<file path="config.mk">
export PLATFORM = sky130hd
export DESIGN_NAME = ptned_isqrt
export DESIGN_NICKNAME = d
export VERILOG_FILES = /design/src/hw/rtl/ptned_pkg.sv /design/src/hw/rtl/ptned_isqrt.sv
export SDC_FILE = /design/constraint.sdc
export NUM_CORES = 2
export LEC_CHECK = 0
export ABC_AREA = 1
export BUFFER_PORTS_ARGS = -buffer_cell sky130_fd_sc_hd__buf_2
export CORE_UTILIZATION = 23
export CTS_BUF_LIST = sky130_fd_sc_hd__clkbuf_8 sky130_fd_sc_hd__clkbuf_16
export DETAILED_ROUTE_END_ITERATION = 8
export SYNTH_ARGS = -nofsm -noshare
export SYNTH_HDL_FRONTEND = slang
export SYNTH_SLANG_ARGS = --single-unit
</file>
<file path="constraint.sdc">
create_clock -name i_clk -period 2.8 [get_ports i_clk]
set_input_delay 0.28 -clock i_clk [delete_from_list [all_inputs] [get_ports i_clk]]
set_output_delay 0.28 -clock i_clk [all_outputs]
set_load 0.02 [all_outputs]
</file>
<file path="src/hw/rtl/ptned_pkg.sv">
`timescale 1ns / 1ps
// ----------------------------------------------------------------------------
// ptned_pkg
// Shared types and fixed widths of the nearest edge distance unit.
// ----------------------------------------------------------------------------
package ptned_pkg;

    localparam int COORD_BITS  = 20;
    localparam int CORNER_BITS = 3 * COORD_BITS;
    localparam int DIFF_BITS   = COORD_BITS + 1;      // p - a, b - a
    localparam int PROD_BITS   = 2 * DIFF_BITS;
    localparam int DOT_BITS    = PROD_BITS + 2;       // sum of three products
    localparam int FOOT_BITS   = DIFF_BITS + 2;       // signed offset from foot
    localparam int SQ_BITS     = 2 * (FOOT_BITS - 1); // one squared term
    localparam int SUMSQ_BITS  = SQ_BITS + 2;
    localparam int ROOT_STEPS  = SUMSQ_BITS / 2;
    localparam int DIST_BITS   = 21;
    localparam logic [DIST_BITS-1:0] DIST_MAX = {DIST_BITS{1'b1}};

    typedef struct packed {
        logic signed [COORD_BITS-1:0] point_x;
        logic signed [COORD_BITS-1:0] point_y;
        logic signed [COORD_BITS-1:0] point_z;
        logic [CORNER_BITS-1:0]       corner_a;
        logic [CORNER_BITS-1:0]       corner_b;
        logic [CORNER_BITS-1:0]       corner_c;
        logic [CORNER_BITS-1:0]       corner_d;
    } t_in_word;

    typedef struct packed {
        logic [DIST_BITS-1:0] edge_distance;
        logic                 nearest_side;
        logic                 degenerate_edge;
    } t_out_word;

    // segment geometry carried along the lane pipeline
    typedef struct packed {
        logic [2:0][DIFF_BITS-1:0] v;   // b - a
        logic [2:0][DIFF_BITS-1:0] w;   // p - a
        logic [2:0][DIFF_BITS-1:0] u;   // p - b
        logic                      lo;  // projection before first endpoint
        logic                      hi;  // projection past second endpoint
        logic                      dg;  // coincident endpoints
    } t_geo;

    typedef struct packed {
        logic [SUMSQ_BITS-1:0] sq;
        logic                  dg;
    } t_lane_res;

endpackage

</file>
<file path="src/hw/rtl/ptned_isqrt.sv">
`timescale 1ns / 1ps
// ----------------------------------------------------------------------------
// ptned_isqrt
// Pipelined integer square root, one result bit per stage.
// ----------------------------------------------------------------------------
module ptned_isqrt (
    input  logic                               i_clk,
    input  logic [ptned_pkg::SUMSQ_BITS-1:0]   i_val,
    output logic [ptned_pkg::ROOT_STEPS-1:0]   o_root
);
    localparam int SW = ptned_pkg::SUMSQ_BITS;
    localparam int K  = ptned_pkg::ROOT_STEPS;

    logic [SW-1:0] r_n   [K+1];
    logic [SW-1:0] r_res [K+1];

    always_comb begin
        r_n[0]   = i_val;
        r_res[0] = '0;
    end

    for (genvar k = 0; k < K; k++) begin : g_step
        localparam logic [SW-1:0] BIT = SW'(1) << (2 * (K - 1 - k));
        logic [SW-1:0] trial;
        always_comb trial = r_res[k] + BIT;
        always_ff @(posedge i_clk) begin
            if (r_n[k] >= trial) begin
                r_n[k+1]   <= r_n[k] - trial;
                r_res[k+1] <= (r_res[k] >> 1) + BIT;
            end else begin
                r_n[k+1]   <= r_n[k];
                r_res[k+1] <= r_res[k] >> 1;
            end
        end
    end

    assign o_root = K'(r_res[K]);

endmodule

</file>
Word-level counts from Yosys, hierarchy flattened --
Cells that the tools add are included.
Cells by class: $add $sub $neg 66, order comparisons 23, muxes and demuxes 45
Operator list (count):
- greater-or-equal comparator 46 bit | 22
- 2-to-1 mux 46 bit | 22
- 2-to-1 mux 45 bit | 22
- subtractor 46 bit | 21
- adder 45 x 11 -> 46 bit (second input constant) | 1
- adder 45 x 13 -> 46 bit (second input constant) | 1
- adder 45 x 15 -> 46 bit (second input constant) | 1
- adder 45 x 17 -> 46 bit (second input constant) | 1
- adder 45 x 19 -> 46 bit (second input constant) | 1
- adder 45 x 21 -> 46 bit (second input constant) | 1
- adder 45 x 23 -> 46 bit (second input constant) | 1
- adder 45 x 25 -> 46 bit (second input constant) | 1
- adder 45 x 27 -> 46 bit (second input constant) | 1
- adder 45 x 29 -> 46 bit (second input constant) | 1
- adder 45 x 3 -> 46 bit (second input constant) | 1
- adder 45 x 31 -> 46 bit (second input constant) | 1
- adder 45 x 33 -> 46 bit (second input constant) | 1
- adder 45 x 35 -> 46 bit (second input constant) | 1
- adder 45 x 37 -> 46 bit (second input constant) | 1
- adder 45 x 39 -> 46 bit (second input constant) | 1
- adder 45 x 41 -> 46 bit (second input constant) | 1
- adder 45 x 43 -> 46 bit (second input constant) | 1
- adder 45 x 5 -> 46 bit (second input constant) | 1
- adder 45 x 7 -> 46 bit (second input constant) | 1
- 27 further kinds | 27
Storage, ports and cells: register bits after elaboration 2047

Depth between registers and ports, before layout --
depth in word-level cells 3, depth in mapped cells 17, mapped depth without buffers 16

Worst setup path after synthesis --
OpenSTA, ideal clock, no wires.
kind register -> register, start point register r_res[817] (netlist name), end point register r_n[771] (netlist name), setup time 0.113 ns, data arrival time 1.814 ns, data required time 2.687 ns, path slack 0.873 ns, stages on the path, launching flop included 11, buffers on the path 1, clock period less this slack 1.927 ns, cell sequence dfxtp_1 inv_1 ha_1 a21oi_1 and2_1 o21ai_1 a31oi_2 nand2_2 buf_4 nand2_1 nand2_1
Between the ends: longest elaborated chain between the ends 3, elaborated cells between the ends (all ways) 4
Ends and longest elaborated chain:
- start, declared | line ptned_isqrt.sv:15 | logic [SW-1:0] r_res [K+1];
- start signal, assigned by index | line ptned_isqrt.sv:29 | r_res[k+1] <= (r_res[k] >> 1) + BIT;
- start signal, assigned by index | line ptned_isqrt.sv:32 | r_res[k+1] <= r_res[k] >> 1;
- adder 46 x 33 -> 46 bit (*) | line ptned_isqrt.sv:25 | always_comb trial = r_res[k] + BIT;
- subtractor 46 bit or greater-or-equal comparator 46 bit (tied branches) | line ptned_isqrt.sv:28, ptned_isqrt.sv:27
- 2-to-1 mux 46 bit (*) | line ptned_isqrt.sv:27 | if (r_n[k] >= trial) begin
- end signal, assigned by index | line ptned_isqrt.sv:28 | r_n[k+1] <= r_n[k] - trial;
- end signal, assigned by index | line ptned_isqrt.sv:31 | r_n[k+1] <= r_n[k];
- end, declared | line ptned_isqrt.sv:14 | logic [SW-1:0] r_n [K+1];
Mark *: on every way between the ends. The rest lies on a longest branch, timed or not. A chain may end at the register's enable or synchronous reset.

Worst setup path in the final report --
start point register r_res[96] (netlist name), end point register r_n[83] (netlist name)
Between the ends: longest elaborated chain between the ends 3, elaborated cells between the ends (all ways) 4
Ends and longest elaborated chain (line):
- adder 46 x 3 -> 46 bit (*) | ptned_isqrt.sv:25
- subtractor 46 bit or greater-or-equal comparator 46 bit (tied branches) | ptned_isqrt.sv:28, ptned_isqrt.sv:27
- 2-to-1 mux 46 bit (*) | ptned_isqrt.sv:27
Marked as above.

==> flow_summary.ini <==
[detailed_routing]
via_count = 49700
met2WireLength_um = 81300
dr_wl_met3_um = 7050
antenna_left = 0
vias_per_cell = 4.23
drt-met1-wl_um = 76200
routed_wl_um = 172000
first_pass_iters = 9
maxUsedRoutingLayer = met4
wl_per_cell_um = 14.6
drt_iter0_drc = 3320
drcViolationCount = 0

[critical_path]
r2r-start = r_res[96]$_DFF_P_
crit_required_ns = 3.43
crit_fanout = 24
r2r_end = r_n[83]$_DFF_P_
r2r_cells = 13
crit_path_end_kind = register
timing_worst_setup_path_type = register to register
r2r_slack_ns = 0.15
crit_arrival_ns = 3.29
startpoint_type = register

[floorplan]
die_h_um = 506
num_rows = 184
fp.dieArea_sq_mm = 0.256
start_util = 0.232
boundaryPins = 70
die_w_um = 506
core_region_area_sq_mm = 0.252

[placement]
hpwl_um = 141000
dpl_worst_slack_ns = 0.0737
gp_congestion = 0.958
dp_cells = 11500
io_buffers = 69

[grt]
grt_max_degree = 45
grt_antenna_before_repair = 1
grt_pass1_wl_um = 266000
grt_usage = 0.131
grt_pass1_vias = 48000
gr-total-overflow = 0

[hold_path]
min_from = i_val[30]
worstHoldPathType = input pin to register
hold_depth = 2
hold_end = r_n[1042]$_DFF_P_

[logic_synthesis]
ys_ff_latch = 1288
synth_edf_count = 0
yosysMostFrequentCell = nand2_1
ys_dominant_reg_cell = dfxtp_1
postSynthAreaPerCell_sq_um = 7.26
seq_area_frac_synth = 0.441
yosysTopAreaCell = dfxtp_1
ys_async_sr_fraction = 0
synth_area_sq_mm = 0.0584
ys_warn_count = 0
synth_area_leaders = dfxtp_1 (44%), nand2_1 (16%), inv_1 (7.7%)
synthCells = 8044
synthTopCellsByCount = nand2_1 (2,430), dfxtp_1 (1,288), inv_1 (1,191)
netlist.area_leader.share = 0.441
syn_nets = 8386
ys_types = 56

[clocking]
cts_buffer_depth = 3
cts_tree = built
postCtsSetupRepairBufs = 0
cts_buffers = 121
cts.sinks = 1288
clk_pin_slew_ns = 0.07
htreeDepth = 3
clk_latency_ns = 0.85
cts_root_buf = clkbuf_16

[layout]
nFillCells = 27700
seq_area_sq_mm = 0.0258
fin_cells = 11800
multiInputGateArea_sq_mm = 0.0276
synthToLayoutAreaGrowth_pct = 16.4
drive_gt1_frac = 0.0625
final_net_count = 8641
utilization = 0.270

[timing]
timing.hold.ws_ns = 0.0570
setup_viol_count_final = 0
max_freq_mhz = 377
worst_pin_slew_ns = 0.815
maxSlewHeadroom = 0.451
fin_skew_ns = 0.101
rsz0062_at_grt = no
slew_violations = 0
fin_tns_setup_ns = 0
fin_crit_sh = 0.948
finalCriticalPeriod_ns = 2.65
fin_ws_ns = 0.146
hold_viol_final = 0

[pwr]
ir_drop_uv = 608
p_per_area_mw_per_mm2 = 1030
p_leak_uw = 0.0333

[run]
drv_cap = 0

[outcome]
status = finished clean
flip-flops by register name, indices dropped and copies added (netlist names):
| name | cells |
|---|---|
| r_n | 1012 |
| r_res | 253 |
| o_root | 23 |
how the worst max path moves through the flow:
stage | from | to | slack [ns] | depth (start not counted)
after floorplan | r_res[817]$_DFF_P_ | r_n[771]$_DFF_P_ | 0.87 | 10
after global placement | r_res[485]$_DFF_P_ | r_n[447]$_DFF_P_ | 0.003 | 12
after detailed placement | r_res[485]$_DFF_P_ | r_n[455]$_DFF_P_ | 0.07 | 12
after CTS | r_res[485]$_DFF_P_ | r_n[455]$_DFF_P_ | 0.04 | 12
after global routing | r_res[96]$_DFF_P_ | r_n[63]$_DFF_P_ | 0.04 | 14
final | r_res[96]$_DFF_P_ | r_n[83]$_DFF_P_ | 0.15 | 13
layer usage:
| layer | global-route usage | up-vias |
|---|---|---|
| li1 | - | 25800 |
| met5 | 0 | - |
| met4 | 0.0537 | 0 |
| met3 | 0.0143 | 349 |
| met1 | 0.162 | 22300 |
| met2 | 0.230 | 1203 |
report_power, final:
| part | internal [uW] | switching [uW] | leakage [uW] |
|---|---|---|---|
| Clock | 10000 | 7640 | 0.00214 |
| Combinational | 8690 | 16500 | 0.0204 |
| Sequential | 22900 | 4040 | 0.0108 |
| Total | 41600 | 28200 | 0.0333 |
layout make-up:
class | instances | area share
timing repair buffer | 194 | 0.0215
tap | 3348 | 0.0616
clock buffer | 137 | 0.0478
clock inverter | 87 | 0.0166
antenna | 2 | 0.0000736
inverter | 1217 | 0.0672
sequential | 1288 | 0.379
multi-input combinational | 5477 | 0.406
critical path, cell delays in order, from the launching register on:
cell and delay, ns:
dfxtp_1 0.43, inv_1 0.08, ha_1 0.36, nand3_1 0.11, nand3_1 0.19, nand2_1 0.11
nand2_1 0.16, nand2_1 0.10, nand2_1 0.16, nand2_2 0.15, nand2_1 0.11, nor2_4 0.22
buf_12 0.22, a21oi_1 0.10
timing repair:
action | CTS | global route
hold endpoints to repair | 47 | 0
endpoints found under the setup margin | 0 | 29
hold buffers | 47 | 0
resized for setup | 0 | 1
through the flow:
step	instance area, sq um	total power (uW)
CTS	68000	69900
global route	68000	74600
global placement	63100	52100
detailed placement	63100	52000
floorplan	58400	43700
finish	68000	69800
cells in the final DEF (no fill, tap or decap), drive strengths merged, types with 36 or more instances in the layout:
cell         count
inv           1235
clkbuf         137
dfxtp         1288
nand2         2462
xor2           142
nor3           105
nor2           895
nor4            78
clkinv          36
dlygate4sd3     47
nand3          419
ha             295
o21ai          252
a21oi          370
xnor2          121
nand3b          53
nand4          164
buf            147
cells by family after synthesis:
logic type | share of synthesized area
adder cells (fa/ha/maj) | 0.0632
flip-flops | 0.441
AO/OA/AOI/OAI | 0.0671
XOR/XNOR | 0.0394
AND/OR/NAND/NOR | 0.303
buffers and inverters | 0.0860
Note: power is estimated with default switching activity, not from simulation.
